## config.mk

```make
export PLATFORM = sky130hd
export DESIGN_NAME = rational_newton_square_root
export DESIGN_NICKNAME = d
export VERILOG_FILES = /design/src/rtl/rnsr_pkg.sv /design/src/rtl/rational_newton_square_root.sv /design/src/rtl/rnsr_div.sv /design/src/rtl/rnsr_mul.sv
export VERILOG_INCLUDE_DIRS = /design/src /design/src/rtl
export SDC_FILE = /design/constraint.sdc
export NUM_CORES = 2
export LEC_CHECK = 0
export BUFFER_PORTS_ARGS = -buffer_cell sky130_fd_sc_hd__buf_2
export CAP_MARGIN = 40
export CORE_ASPECT_RATIO = 0.6
export CORE_MARGIN = 8
export CORE_UTILIZATION = 37
export DETAILED_ROUTE_END_ITERATION = 16
export SLEW_MARGIN = 20
export SYNTH_ARGS = -nofsm -noshare
export SYNTH_HDL_FRONTEND = slang
export SYNTH_HIERARCHICAL = 1
export SYNTH_SLANG_ARGS = --single-unit
```

## constraint.sdc

```tcl
create_clock -name clk -period 12.7 [get_ports clk]
set_clock_uncertainty 0.15 [all_clocks]
set_input_delay 1.27 -clock clk [delete_from_list [all_inputs] [get_ports clk]]
set_output_delay 1.27 -clock clk [all_outputs]
set_load 0.005 [all_outputs]
```

## src/rtl/rational_newton_square_root_macros.svh

```systemverilog
// Assertion macros for the RTL file that checks itself.
`ifndef RATIONAL_NEWTON_SQUARE_ROOT_MACROS_SVH
`define RATIONAL_NEWTON_SQUARE_ROOT_MACROS_SVH

// Check a consequence in the same cycle as its trigger.
`define RNSR_ASSERT_SAME(label, ante, cons) \
	label: assert property (@(posedge clk) disable iff (!arst_n) (ante) |-> (cons)) \
		else $error("rnsr: same-cycle check failed");

// Check a consequence in the cycle after its trigger.
`define RNSR_ASSERT_NEXT(label, ante, cons) \
	label: assert property (@(posedge clk) disable iff (!arst_n) (ante) |=> (cons)) \
		else $error("rnsr: next-cycle check failed");

`endif

```

## src/rtl/rnsr_pkg.sv

```systemverilog
package rnsr_pkg;

	// Working word of the Newton steps and the half used by the multiplier
	localparam int WORD_W = 64;
	localparam int HALF_W = 32;

	// Factor of the final doubling of the denominator
	localparam logic [WORD_W-1:0] DBL_FACTOR = 64'd2;

	// Sequencer states
	typedef enum logic [6:0] {
		S_IDLE  = 7'b0000001,
		S_GCD   = 7'b0000010,
		S_RED_N = 7'b0000100,
		S_RED_D = 7'b0001000,
		S_MUL   = 7'b0010000,
		S_ADD   = 7'b0100000,
		S_DONE  = 7'b1000000
	} state_t;

	// Multiplications of one Newton step, in issue order
	typedef enum logic [2:0] {
		OP_FDKN = 3'd0,
		OP_T1   = 3'd1,
		OP_FNKD = 3'd2,
		OP_T2   = 3'd3,
		OP_DEN  = 3'd4,
		OP_DBL  = 3'd5
	} mul_op_t;

	// Handshake between the sequencer and a multi-cycle unit
	typedef struct packed {
		logic start;
	} unit_req_t;

	typedef struct packed {
		logic done;
	} unit_rsp_t;

endpackage

```

## src/rtl/rational_newton_square_root.sv

```systemverilog
// Rational Heron square root. Raise start with a fraction n/d while busy is
// low; the block reduces it by its gcd, then runs STEPS Newton steps from 1/1
// on unreduced fractions and shows the final numerator, denominator and the
// overflow flag (set if any product or sum passed 64 bits) for exactly one
// cycle with done high. The receiver cannot stall, so capture the result in
// that cycle. The gcd takes E Euclid remainder steps (at most about 24 for
// 16-bit inputs), each using the bit-serial divider, and the reduction
// divides both inputs by it; when both inputs are zero the reduction is
// skipped. Then come the STEPS Newton steps, which issue six 64-bit
// products each through one multiplier that takes four 32x32 partial
// products, with the numerator sum between the fourth and fifth product,
// and finally the done cycle. busy stays high for the whole item, including
// the done cycle.
`include "rational_newton_square_root_macros.svh"

module rational_newton_square_root
	import rnsr_pkg::*;
#(
	parameter int STEPS    = 4,
	parameter int IN_WIDTH = 16
) (
	input  logic                clk,
	input  logic                arst_n,
	input  logic                start,
	output logic                busy,
	input  logic [IN_WIDTH-1:0] in_numerator,
	input  logic [IN_WIDTH-1:0] in_denominator,
	output logic                done,
	output logic [WORD_W-1:0]   root_numerator,
	output logic [WORD_W-1:0]   root_denominator,
	output logic                overflowed
);

	localparam int SW = (STEPS > 1) ? $clog2(STEPS) : 1;

	state_t              state_q;
	mul_op_t             op_q;
	logic [SW-1:0]       step_q;
	logic                launch_q;
	logic [IN_WIDTH-1:0] fn_q;
	logic [IN_WIDTH-1:0] fd_q;
	logic [IN_WIDTH-1:0] a_q;
	logic [IN_WIDTH-1:0] b_q;
	logic [WORD_W-1:0]   kn_q;
	logic [WORD_W-1:0]   kd_q;
	logic [WORD_W-1:0]   fdkn_q;
	logic [WORD_W-1:0]   t1_q;
	logic [WORD_W-1:0]   tmp_q;
	logic                ovf_q;

	unit_req_t           div_req;
	unit_rsp_t           div_rsp;
	logic [IN_WIDTH-1:0] div_dividend;
	logic [IN_WIDTH-1:0] div_quo;
	logic [IN_WIDTH-1:0] div_rem;

	unit_req_t           mul_req;
	unit_rsp_t           mul_rsp;
	logic [WORD_W-1:0]   mul_a;
	logic [WORD_W-1:0]   mul_b;
	logic [WORD_W-1:0]   mul_prod;
	logic                mul_ovf;

	logic [WORD_W-1:0]   fn_ext;
	logic [WORD_W-1:0]   fd_ext;
	logic [WORD_W:0]     sum;

	assign fn_ext = {{(WORD_W-IN_WIDTH){1'b0}}, fn_q};
	assign fd_ext = {{(WORD_W-IN_WIDTH){1'b0}}, fd_q};
	assign sum    = {1'b0, t1_q} + {1'b0, tmp_q};

	// Launch the divider: Euclid remainder a % b, then n / g and d / g
	always_comb begin
		div_req.start = launch_q &&
			((state_q == S_GCD && b_q != '0) || state_q == S_RED_N || state_q == S_RED_D);
		case (state_q)
			S_RED_N: div_dividend = fn_q;
			S_RED_D: div_dividend = fd_q;
			default: div_dividend = a_q;
		endcase
	end

	rnsr_div #(
		.W(IN_WIDTH)
	) u_div (
		.clk      (clk),
		.arst_n   (arst_n),
		.req      (div_req),
		.dividend (div_dividend),
		.divisor  ((state_q == S_GCD) ? b_q : a_q),
		.rsp      (div_rsp),
		.quotient (div_quo),
		.remainder(div_rem)
	);

	// Select the operands of the current Newton product
	always_comb begin
		mul_req.start = launch_q && (state_q == S_MUL);
		case (op_q)
			OP_FDKN: begin
				mul_a = fd_ext;
				mul_b = kn_q;
			end
			OP_T1: begin
				mul_a = kn_q;
				mul_b = fdkn_q;
			end
			OP_FNKD: begin
				mul_a = fn_ext;
				mul_b = kd_q;
			end
			OP_T2: begin
				mul_a = tmp_q;
				mul_b = kd_q;
			end
			OP_DEN: begin
				mul_a = kd_q;
				mul_b = fdkn_q;
			end
			OP_DBL: begin
				mul_a = tmp_q;
				mul_b = DBL_FACTOR;
			end
			default: begin
				mul_a = '0;
				mul_b = '0;
			end
		endcase
	end

	rnsr_mul u_mul (
		.clk     (clk),
		.arst_n  (arst_n),
		.req     (mul_req),
		.a       (mul_a),
		.b       (mul_b),
		.rsp     (mul_rsp),
		.product (mul_prod),
		.overflow(mul_ovf)
	);

	// Sequence the gcd, the reduction and the Newton steps
	always_ff @(posedge clk or negedge arst_n) begin
		if (!arst_n) begin
			state_q  <= S_IDLE;
			launch_q <= 1'b0;
			op_q     <= OP_FDKN;
			step_q   <= '0;
			fn_q     <= '0;
			fd_q     <= '0;
			a_q      <= '0;
			b_q      <= '0;
			kn_q     <= '0;
			kd_q     <= '0;
			fdkn_q   <= '0;
			t1_q     <= '0;
			tmp_q    <= '0;
			ovf_q    <= 1'b0;
		end else begin
			case (state_q)
				S_IDLE: begin
					if (start) begin
						fn_q     <= in_numerator;
						fd_q     <= in_denominator;
						a_q      <= in_denominator;
						b_q      <= in_numerator;
						kn_q     <= WORD_W'(1);
						kd_q     <= WORD_W'(1);
						ovf_q    <= 1'b0;
						step_q   <= '0;
						op_q     <= OP_FDKN;
						launch_q <= 1'b1;
						state_q  <= S_GCD;
					end
				end
				S_GCD: begin
					if (launch_q) begin
						// zero remainder ends Euclid: a holds the gcd
						if (b_q == '0) begin
							state_q <= (a_q == '0) ? S_MUL : S_RED_N;
						end else begin
							launch_q <= 1'b0;
						end
					end else if (div_rsp.done) begin
						a_q      <= b_q;
						b_q      <= div_rem;
						launch_q <= 1'b1;
					end
				end
				S_RED_N: begin
					if (launch_q) begin
						launch_q <= 1'b0;
					end else if (div_rsp.done) begin
						fn_q     <= div_quo;
						launch_q <= 1'b1;
						state_q  <= S_RED_D;
					end
				end
				S_RED_D: begin
					if (launch_q) begin
						launch_q <= 1'b0;
					end else if (div_rsp.done) begin
						fd_q     <= div_quo;
						launch_q <= 1'b1;
						state_q  <= S_MUL;
					end
				end
				S_MUL: begin
					if (launch_q) begin
						launch_q <= 1'b0;
					end else if (mul_rsp.done) begin
						ovf_q <= ovf_q | mul_ovf;
						case (op_q)
							OP_FDKN: begin
								fdkn_q   <= mul_prod;
								op_q     <= OP_T1;
								launch_q <= 1'b1;
							end
							OP_T1: begin
								t1_q     <= mul_prod;
								op_q     <= OP_FNKD;
								launch_q <= 1'b1;
							end
							OP_FNKD: begin
								tmp_q    <= mul_prod;
								op_q     <= OP_T2;
								launch_q <= 1'b1;
							end
							OP_T2: begin
								tmp_q   <= mul_prod;
								state_q <= S_ADD;
							end
							OP_DEN: begin
								tmp_q    <= mul_prod;
								op_q     <= OP_DBL;
								launch_q <= 1'b1;
							end
							OP_DBL: begin
								kn_q <= t1_q;
								kd_q <= mul_prod;
								if (step_q == SW'(STEPS - 1)) begin
									state_q <= S_DONE;
								end else begin
									step_q   <= step_q + SW'(1);
									op_q     <= OP_FDKN;
									launch_q <= 1'b1;
								end
							end
							default: begin
								state_q <= S_IDLE;
							end
						endcase
					end
				end
				S_ADD: begin
					// form the new numerator and note a carry out
					t1_q     <= sum[WORD_W-1:0];
					ovf_q    <= ovf_q | sum[WORD_W];
					op_q     <= OP_DEN;
					launch_q <= 1'b1;
					state_q  <= S_MUL;
				end
				S_DONE: begin
					state_q <= S_IDLE;
				end
				default: begin
					state_q  <= S_IDLE;
					launch_q <= 1'b0;
				end
			endcase
		end
	end

	assign busy             = (state_q != S_IDLE);
	assign done             = (state_q == S_DONE);
	assign root_numerator   = kn_q;
	assign root_denominator = kd_q;
	assign overflowed       = ovf_q;

	// Result strobe lasts one cycle, an accepted item makes the block busy,
	// the numerator sum is always followed by the denominator products, and
	// the two units are never launched together
	`RNSR_ASSERT_NEXT(a_done_single, done, !done)
	`RNSR_ASSERT_NEXT(a_accept_busy, start && !busy, busy && !done)
	`RNSR_ASSERT_NEXT(a_add_then_mul, state_q == S_ADD, state_q == S_MUL && op_q == OP_DEN)
	`RNSR_ASSERT_SAME(a_one_unit, div_req.start, !mul_req.start)

endmodule

```

## src/rtl/rnsr_div.sv

```systemverilog
module rnsr_div
	import rnsr_pkg::*;
#(
	parameter int W = 16
) (
	input  logic         clk,
	input  logic         arst_n,
	input  unit_req_t    req,
	input  logic [W-1:0] dividend,
	input  logic [W-1:0] divisor,
	output unit_rsp_t    rsp,
	output logic [W-1:0] quotient,
	output logic [W-1:0] remainder
);

	localparam int CW = $clog2(W + 1);

	logic [W-1:0]  rem_q;
	logic [W-1:0]  quo_q;
	logic [W-1:0]  dvs_q;
	logic [CW-1:0] cnt_q;
	logic          busy_q;
	logic          done_q;

	logic [W:0]    shifted;
	logic          fits;
	logic [W:0]    diff;

	// One restoring step: bring down the next dividend bit, subtract if it fits
	always_comb begin
		shifted = {rem_q, quo_q[W-1]};
		diff    = shifted - {1'b0, dvs_q};
		fits    = (shifted >= {1'b0, dvs_q});
	end

	// Run one quotient bit per cycle
	always_ff @(posedge clk or negedge arst_n) begin
		if (!arst_n) begin
			busy_q <= 1'b0;
			done_q <= 1'b0;
			cnt_q  <= '0;
			rem_q  <= '0;
			quo_q  <= '0;
			dvs_q  <= '0;
		end else begin
			done_q <= 1'b0;
			if (req.start && !busy_q) begin
				rem_q  <= '0;
				quo_q  <= dividend;
				dvs_q  <= divisor;
				cnt_q  <= '0;
				busy_q <= 1'b1;
			end else if (busy_q) begin
				rem_q <= fits ? diff[W-1:0] : shifted[W-1:0];
				quo_q <= {quo_q[W-2:0], fits};
				cnt_q <= cnt_q + CW'(1);
				if (cnt_q == CW'(W - 1)) begin
					busy_q <= 1'b0;
					done_q <= 1'b1;
				end
			end
		end
	end

	assign rsp.done  = done_q;
	assign quotient  = quo_q;
	assign remainder = rem_q;

endmodule

```

## src/rtl/rnsr_mul.sv

```systemverilog
module rnsr_mul
	import rnsr_pkg::*;
(
	input  logic              clk,
	input  logic              arst_n,
	input  unit_req_t         req,
	input  logic [WORD_W-1:0] a,
	input  logic [WORD_W-1:0] b,
	output unit_rsp_t         rsp,
	output logic [WORD_W-1:0] product,
	output logic              overflow
);

	logic [WORD_W-1:0]   a_q;
	logic [WORD_W-1:0]   b_q;
	logic [WORD_W-1:0]   pp_q;
	logic [2*WORD_W-1:0] acc_q;
	logic [2:0]          cnt_q;
	logic                busy_q;
	logic                done_q;

	logic [HALF_W-1:0]   op_a;
	logic [HALF_W-1:0]   op_b;
	logic [2*WORD_W-1:0] pp_ext;

	// Pick the halves for partial product cnt_q: lo*lo, lo*hi, hi*lo, hi*hi
	always_comb begin
		op_a = cnt_q[1] ? a_q[WORD_W-1:HALF_W] : a_q[HALF_W-1:0];
		op_b = cnt_q[0] ? b_q[WORD_W-1:HALF_W] : b_q[HALF_W-1:0];
	end

	// Align the registered partial product of the previous cycle
	always_comb begin
		case (cnt_q)
			3'd1:    pp_ext = {{WORD_W{1'b0}}, pp_q};
			3'd2,
			3'd3:    pp_ext = {{HALF_W{1'b0}}, pp_q, {HALF_W{1'b0}}};
			3'd4:    pp_ext = {pp_q, {WORD_W{1'b0}}};
			default: pp_ext = '0;
		endcase
	end

	// Form one 32x32 partial product a cycle and accumulate the one before
	always_ff @(posedge clk or negedge arst_n) begin
		if (!arst_n) begin
			busy_q <= 1'b0;
			done_q <= 1'b0;
			cnt_q  <= '0;
			a_q    <= '0;
			b_q    <= '0;
			pp_q   <= '0;
			acc_q  <= '0;
		end else begin
			done_q <= 1'b0;
			if (req.start && !busy_q) begin
				a_q    <= a;
				b_q    <= b;
				acc_q  <= '0;
				cnt_q  <= '0;
				busy_q <= 1'b1;
			end else if (busy_q) begin
				pp_q  <= WORD_W'(op_a) * WORD_W'(op_b);
				acc_q <= acc_q + pp_ext;
				cnt_q <= cnt_q + 3'd1;
				if (cnt_q == 3'd4) begin
					busy_q <= 1'b0;
					done_q <= 1'b1;
				end
			end
		end
	end

	assign rsp.done = done_q;
	assign product  = acc_q[WORD_W-1:0];
	assign overflow = |acc_q[2*WORD_W-1:WORD_W];

endmodule
```

# Word-level counts from Yosys, hierarchy flattened

Cells that the tools add are included.
Widths: inputs -> output; s select.

Flip-flop bits (word level): 778
Input bits: 35
Logic and storage cells: 213
Output and inout bits: 131

Equal/unequal tests: 37
$lt $le $gt $ge: 1
Bitwise operators: 5
Multiplexer cells: 94
Reduce and logical (&&, ||, !) cells: 42
Multiply operators: 1
$add $sub $neg: 6

Operators with widths:

| operator           | count |
|---|---|
| $mux 64            | 10 |
| $pmux 128 s3       | 1 |
| $pmux 64 s2        | 3 |
| $pmux 64 s5        | 1 |
| $mux 128           | 2 |
| $pmux 64 s4        | 1 |
| $mux 16            | 14 |
| $pmux 16 s2        | 5 |
| $add 128x128->128  | 1 |
| $mux 7             | 10 |
| $add 64x64->65     | 1 |
| $mul 32x32->64     | 1 |
| $mux 32            | 2 |
| $reduce_or 64->1   | 1 |
| $pmux 7 s6         | 1 |
| $logic_not 16->1   | 2 |
| $reduce_and 4->1   | 7 |
| $mux 1             | 23 |
| $pmux 7 s3         | 1 |
| $mux 3             | 6 |
| $ge 17x16->1       | 1 |
| $ne 2x2->1 const B | 8 |
| $reduce_bool 16->1 | 1 |
| $sub 16x16->16     | 1 |
| 42 further kinds   | 82 |

# Depth between registers and ports, before layout

Depth in word-level cells: 7
Depth in mapped cells: 34
Gate-level depth less buffers: 30

# Hierarchy

Netlist, hierarchy kept.

Modules (own cells, without submodules):

| module                      | cells an instance | seq. area each (um^2) | times used | area an instance (um^2) |
|---|---|---|---|---|
| rnsr_mul                    | 6195              | 8132.8                | 1          | 55122.9 |
| rational_newton_square_root | 2834              | 9960.8                | 1          | 24299.6 |
| rnsr_div                    | 341               | 1376.3                | 1          | 3173.0 |

# Least setup slack after synthesis

OpenSTA, ideal clock, no wires.

Kind: flip-flop to flip-flop
Start point: reg u_mul.cnt_q[0]
End point: reg u_mul.pp_q[54]
Data required time: 12425 ps
Setup slack: 3812 ps
Arrival time: 8613 ps
Period minus slack after synthesis: 8888 ps
Stages on the path, launching flop included: 32
Path buffers: 5
Setup time: 125 ps
Cell sequence: dfrtp_1 > clkbuf_1 > buf_1 > buf_1 > clkbuf_1 > mux2_2 > nand2_1 > fa_1 > inv_1 > fa_1 > inv_1 > fa_1 > fa_1 > inv_1 > fa_1 > fa_1 > fa_1 > inv_1 > fa_1 > inv_1 > ha_1 > clkbuf_1 > a21o_1 > a21o_1 > a21oi_1 > o21bai_1 > a221o_1 > a31oi_1 > o211ai_1 > a31oi_1 > xnor2_1 > mux2_2

Cells in the longest elaborated chain, start to end: 2

Ends and longest elaborated chain:

| item                     | line           | source |
|---|---|---|
| start: declaration       | rnsr_mul.sv:18 | `logic [2:0] cnt_q;` |
| start signal: assignment | rnsr_mul.sv:64 | `cnt_q <= cnt_q + 3'd1;` |
| $mux 32                  | rnsr_mul.sv:29 | `op_b = cnt_q[0] ? b_q[WORD_W-1:HALF_W] : b_q[HALF_W-1:0];` |
| $mul 32x32->64           | rnsr_mul.sv:62 | `pp_q <= WORD_W'(op_a) * WORD_W'(op_b);` |
| end signal: assignment   | rnsr_mul.sv:62 |  |
| end: declaration         | rnsr_mul.sv:16 | `logic [WORD_W-1:0] pp_q;` |

Every way passes these cells.
A chain may end at the register's enable or synchronous reset.

# Worst setup path in the final report

Start point: reg u_mul.cnt_q[1]
End point: reg u_mul.pp_q[54]

Cells in the longest elaborated chain, start to end: 2

Ends and longest elaborated chain:

| item           | line           | source |
|---|---|---|
| $mux 32        | rnsr_mul.sv:28 | `op_a = cnt_q[1] ? a_q[WORD_W-1:HALF_W] : a_q[HALF_W-1:0];` |
| $mul 32x32->64 | rnsr_mul.sv:62 |  |

Every way passes these cells.

==> results by stage <==
GRT:
- The global-route usage over all layers is 28.8%.
- Global routing finished with a remaining overflow of 0.
- The initial antenna violation count is 28.
- The number of global-route vias before repair was 70,100.
- The pin count of the biggest net entering global routing is 158.
- The first global-routing pass estimated 510,000 um of wire.

Layout:
- The number of filler instances in the final layout is 22,100.
- In the final layout, the multi-input gates occupy 57,200 um2.
- In the final design database the tool counted 10,600 nets.
- In the final layout, flip-flops and latches occupy 19,500 um2.
- Of the cells placed in the final design, the portion with a size suffix greater than 1 is 11.2%.
- The relative area change from synthesis to final layout is 7.95%.

Floorplan:
- The starting density of the core is 37.2%.
- Row generation in the floorplan step produced 134 rows.
- The area of the core is 222,000 um2.
- The total I/O pin count is 166.
- The floorplan die width is 626 um.
- The chip height is 382 um.
- The die covers 239,000 um2.

Yosys:
- The most used flip-flop cell after synthesis is sky130_fd_sc_hd__dfrtp_1.
- The mean instance size in the synthesized netlist is 8.81 um2.
- The synthesized netlist occupies a cell area of 82,600 um2.
- The commonest cells after synthesis are sky130_fd_sc_hd__nand2_1, sky130_fd_sc_hd__inv_1, sky130_fd_sc_hd__nor2_1.
- For this run, the number of Yosys warnings is 6.
- The share of synthesized flip-flops with an asynchronous set or reset is 100%.
- Yosys instantiated no cell more often than sky130_fd_sc_hd__nand2_1.
- The library cell with the largest summed area after synthesis is sky130_fd_sc_hd__dfrtp_1.
- The flop and latch count out of synthesis is 778.
- The share of the synthesized area in the top cell type is 23.5%.
- The distinct cell type count after synthesis is 103.
- Ranked by total cell area, the synthesized netlist is headed by sky130_fd_sc_hd__dfrtp_1, sky130_fd_sc_hd__fa_1, sky130_fd_sc_hd__ha_1.
- The sequential-to-total area share from yosys stat is 23.6%.
- Synthesis handed over a netlist of 9,370 instances.
- The net count after synthesis is 10,800.
- Yosys mapped a number of flops with a built-in enable equal to 0.

CTS:
- The library cell used as clock root buffer is sky130_fd_sc_hd__clkbuf_16.
- TritonCTS built the clock tree.
- The source-to-sink clock delay at the later pin of the worst-skew pair is 0.70 ns.
- The clock transition time at the flip-flop clock pins of the worst setup and hold paths is 0.07 ns.
- For this design, the CTS-stage hold fixing added 0 buffers.
- The H-tree level count is 3.
- In this run the deepest clock path goes through 3 buffers.
- For this design, the sink count on the clock tree is 778.
- Once the clock tree was built, the resizer swapped 0 gates to a different size.
- Buffers added to address setup during post-CTS repair amount to 0.
- The number of buffers created by CTS is 77.

Pwr:
- The cell leakage power is 41.3 nW.
- For this design the ratio of total power to cell area is 100 nW/um2.
- Across the VDD grid, the largest voltage drop is 0.115 mV.

Timing:
- The ratio of final minimum period to clock period is 80.5%.
- The final number of hold-violating endpoints came to 0.
- The clock period could shrink to 10.22 ns.
- Setup repair after global routing left no endpoint under its margin.
- Measured against its own limit, the worst slew margin works out to 28.7%.
- The post-route setup TNS is 0 ns.
- The number of pins with negative max-slew slack in the final report came to 0.
- The smallest setup slack after layout is 2.48 ns.
- The measured slew at the worst slew-check pin is 1.07 ns.
- Derived from the worst setup path, the maximum achievable clock frequency is 97.9 MHz.
- Setup violations remaining at the end of the flow were counted as 0.

Placement:
- The routability-driven placement congestion ratio is 1.02.
- The HPWL after detailed placement is 278,000 um.
- The number of port buffers is 165.
- At the placement stage, the worst setup path has a slack of 2.74 ns.

Setup path:
- In this run the register-to-register setup slack is 2.48 ns.
- The largest driver fanout on the critical path is 46.
- By startpoint and endpoint, the worst setup path is classified as flip-flop to flip-flop.
- The critical path's slowest cell is sky130_fd_sc_hd__dfrtp_4.
- The library cell appearing most often on the critical path is sky130_fd_sc_hd__fa_1.
- For this run, the slowest stage of the critical path takes 0.97 ns.
- The nature of the critical path startpoint is a flip-flop.
- STA puts the critical path data arrival time at 10.61 ns.
- Data on the critical path is required at its endpoint by 13.09 ns.
- The critical path endpoint category is a flip-flop.

Drt:
- After detailed routing, the average wire length per cell comes to 28.8 um.
- After detailed routing, the number of remaining DRC violations is 0.
- The total detailed-routing wirelength is 353,000 um.
- Dividing the detail-routed via count by the number of cells gives 5.96.
- The remaining antenna violation count after routing is 0.
- The total number of vias is 73,000.
- The first-pass detailed-route iteration total is 7.
- The number of design-rule violations left by the first detailed-router iteration is 10,300.

Run:
- Across the run, the number of max-cap violations was 0.

Run status:
- The run finished with clean final reports.

Worst hold path:
- The worst hold path belongs to the class flip-flop to flip-flop.
critical path, delay by kind of cell (launching register included):
family,cells,cell delay [ns]
DFF,1,0.97
muxes,2,0.90
xor gates and xnor gates,1,0.09
adders and majority gates,9,4.73
and+or+nand+nor,1,0.17
AOI/OAI and AO/OA,8,2.23
buffers and inverters,6,0.80
layout make-up:
class                   instances  area share (%)
repair buffers                339            2.75
multi-input cells            7014            64.2
well taps                    2992            4.20
flip-flops and latches        778            21.9
clock inverters                31           0.425
inverters                     963            4.06
clock buffers                 110            2.50
diodes                         12          0.0337
per-stage QoR:
| step | util [%] | instance area [um2] | power, mW | instances | hold WS, ns |
|---|---|---|---|---|---|
| floorplan | - | 82600 | 4.97 | 9370 | 0.300 |
| global placement | 38.7 | 85900 | 6.19 | 12000 | 0.314 |
| detailed placement | 38.9 | 86300 | 6.28 | 12100 | 0.324 |
| CTS | 40.0 | 89000 | 8.78 | 12200 | 0.339 |
| global route | 40.1 | 89100 | 9.22 | 12200 | 0.370 |
| finish | 40.1 | 89200 | 8.92 | 12200 | 0.333 |
where the power goes:
group / total (mW) / internal, mW / switching, mW
clock: 2.51 / 1.38 / 1.14
combinational: 3.13 / 0.951 / 2.18
sequential: 3.28 / 2.77 / 0.507
metal layers:
| layer | GRT usage, % | share of wire [%] |
|---|---|---|
| met1 | 43.9 | 44 |
| met3 | 15.8 | 18 |
| met5 | 0.201 | 0.11 |
| met4 | 6.94 | 2.8 |
| met2 | 34.0 | 34 |
registers in the layout, summed over array words and instances, names as in the netlist, 64 cells and up:
signal / count
root_numerator: 64
fdkn_q: 64
u_mul/pp_q: 64
u_mul/a_q: 64
tmp_q: 64
root_denominator: 64
u_mul/b_q: 64
u_mul/acc_q: 128
t1_q: 64
cells by family (layout without fill, tap and decap cells):
kind of cell | count (synthesis) | after routing | synth area share (%)
buf+inv | 1578 | 1443 | 7.62
fa+ha+maj | 1377 | 1377 | 29.0
simple gates | 2843 | 2843 | 14.6
compound gates | 1909 | 1909 | 14.2
xor+xnor | 242 | 242 | 2.57
mux | 643 | 643 | 8.44
flops | 778 | 778 | 23.6
other cells | 0 | 12 | 0
worst paths after layout:
path | start | to | depth (start not counted)
setup / recovery | u_mul/cnt_q[1] | u_mul/pp_q[54] | 27
hold / removal | u_div/cnt_q[4] | u_div/cnt_q[4] | 2
setup reg to reg | u_mul/cnt_q[1] | u_mul/pp_q[54] | 27
hold reg to reg | u_div/cnt_q[4] | u_div/cnt_q[4] | 2
max in group asynchronous | arst_n | t1_q[44] | 3
min in group asynchronous | arst_n | u_div/quotient[5] | 1
cells in the final DEF (no fill, tap or decap), types with 103 or more instances in the layout:
cell type,instances
sky130_fd_sc_hd__dfrtp_1,771
sky130_fd_sc_hd__nand4_1,104
sky130_fd_sc_hd__xor2_1,103
sky130_fd_sc_hd__buf_2,176
sky130_fd_sc_hd__nor2_1,900
sky130_fd_sc_hd__inv_1,962
sky130_fd_sc_hd__xnor2_1,139
sky130_fd_sc_hd__buf_4,134
sky130_fd_sc_hd__ha_1,478
sky130_fd_sc_hd__nand2_1,1372
sky130_fd_sc_hd__fa_1,899
sky130_fd_sc_hd__o21ai_0,668
sky130_fd_sc_hd__a21o_1,148
sky130_fd_sc_hd__a21oi_1,476
sky130_fd_sc_hd__mux2i_1,163
sky130_fd_sc_hd__mux2_2,426
sky130_fd_sc_hd__a22oi_1,132
(Power assumes the default switching activity.)
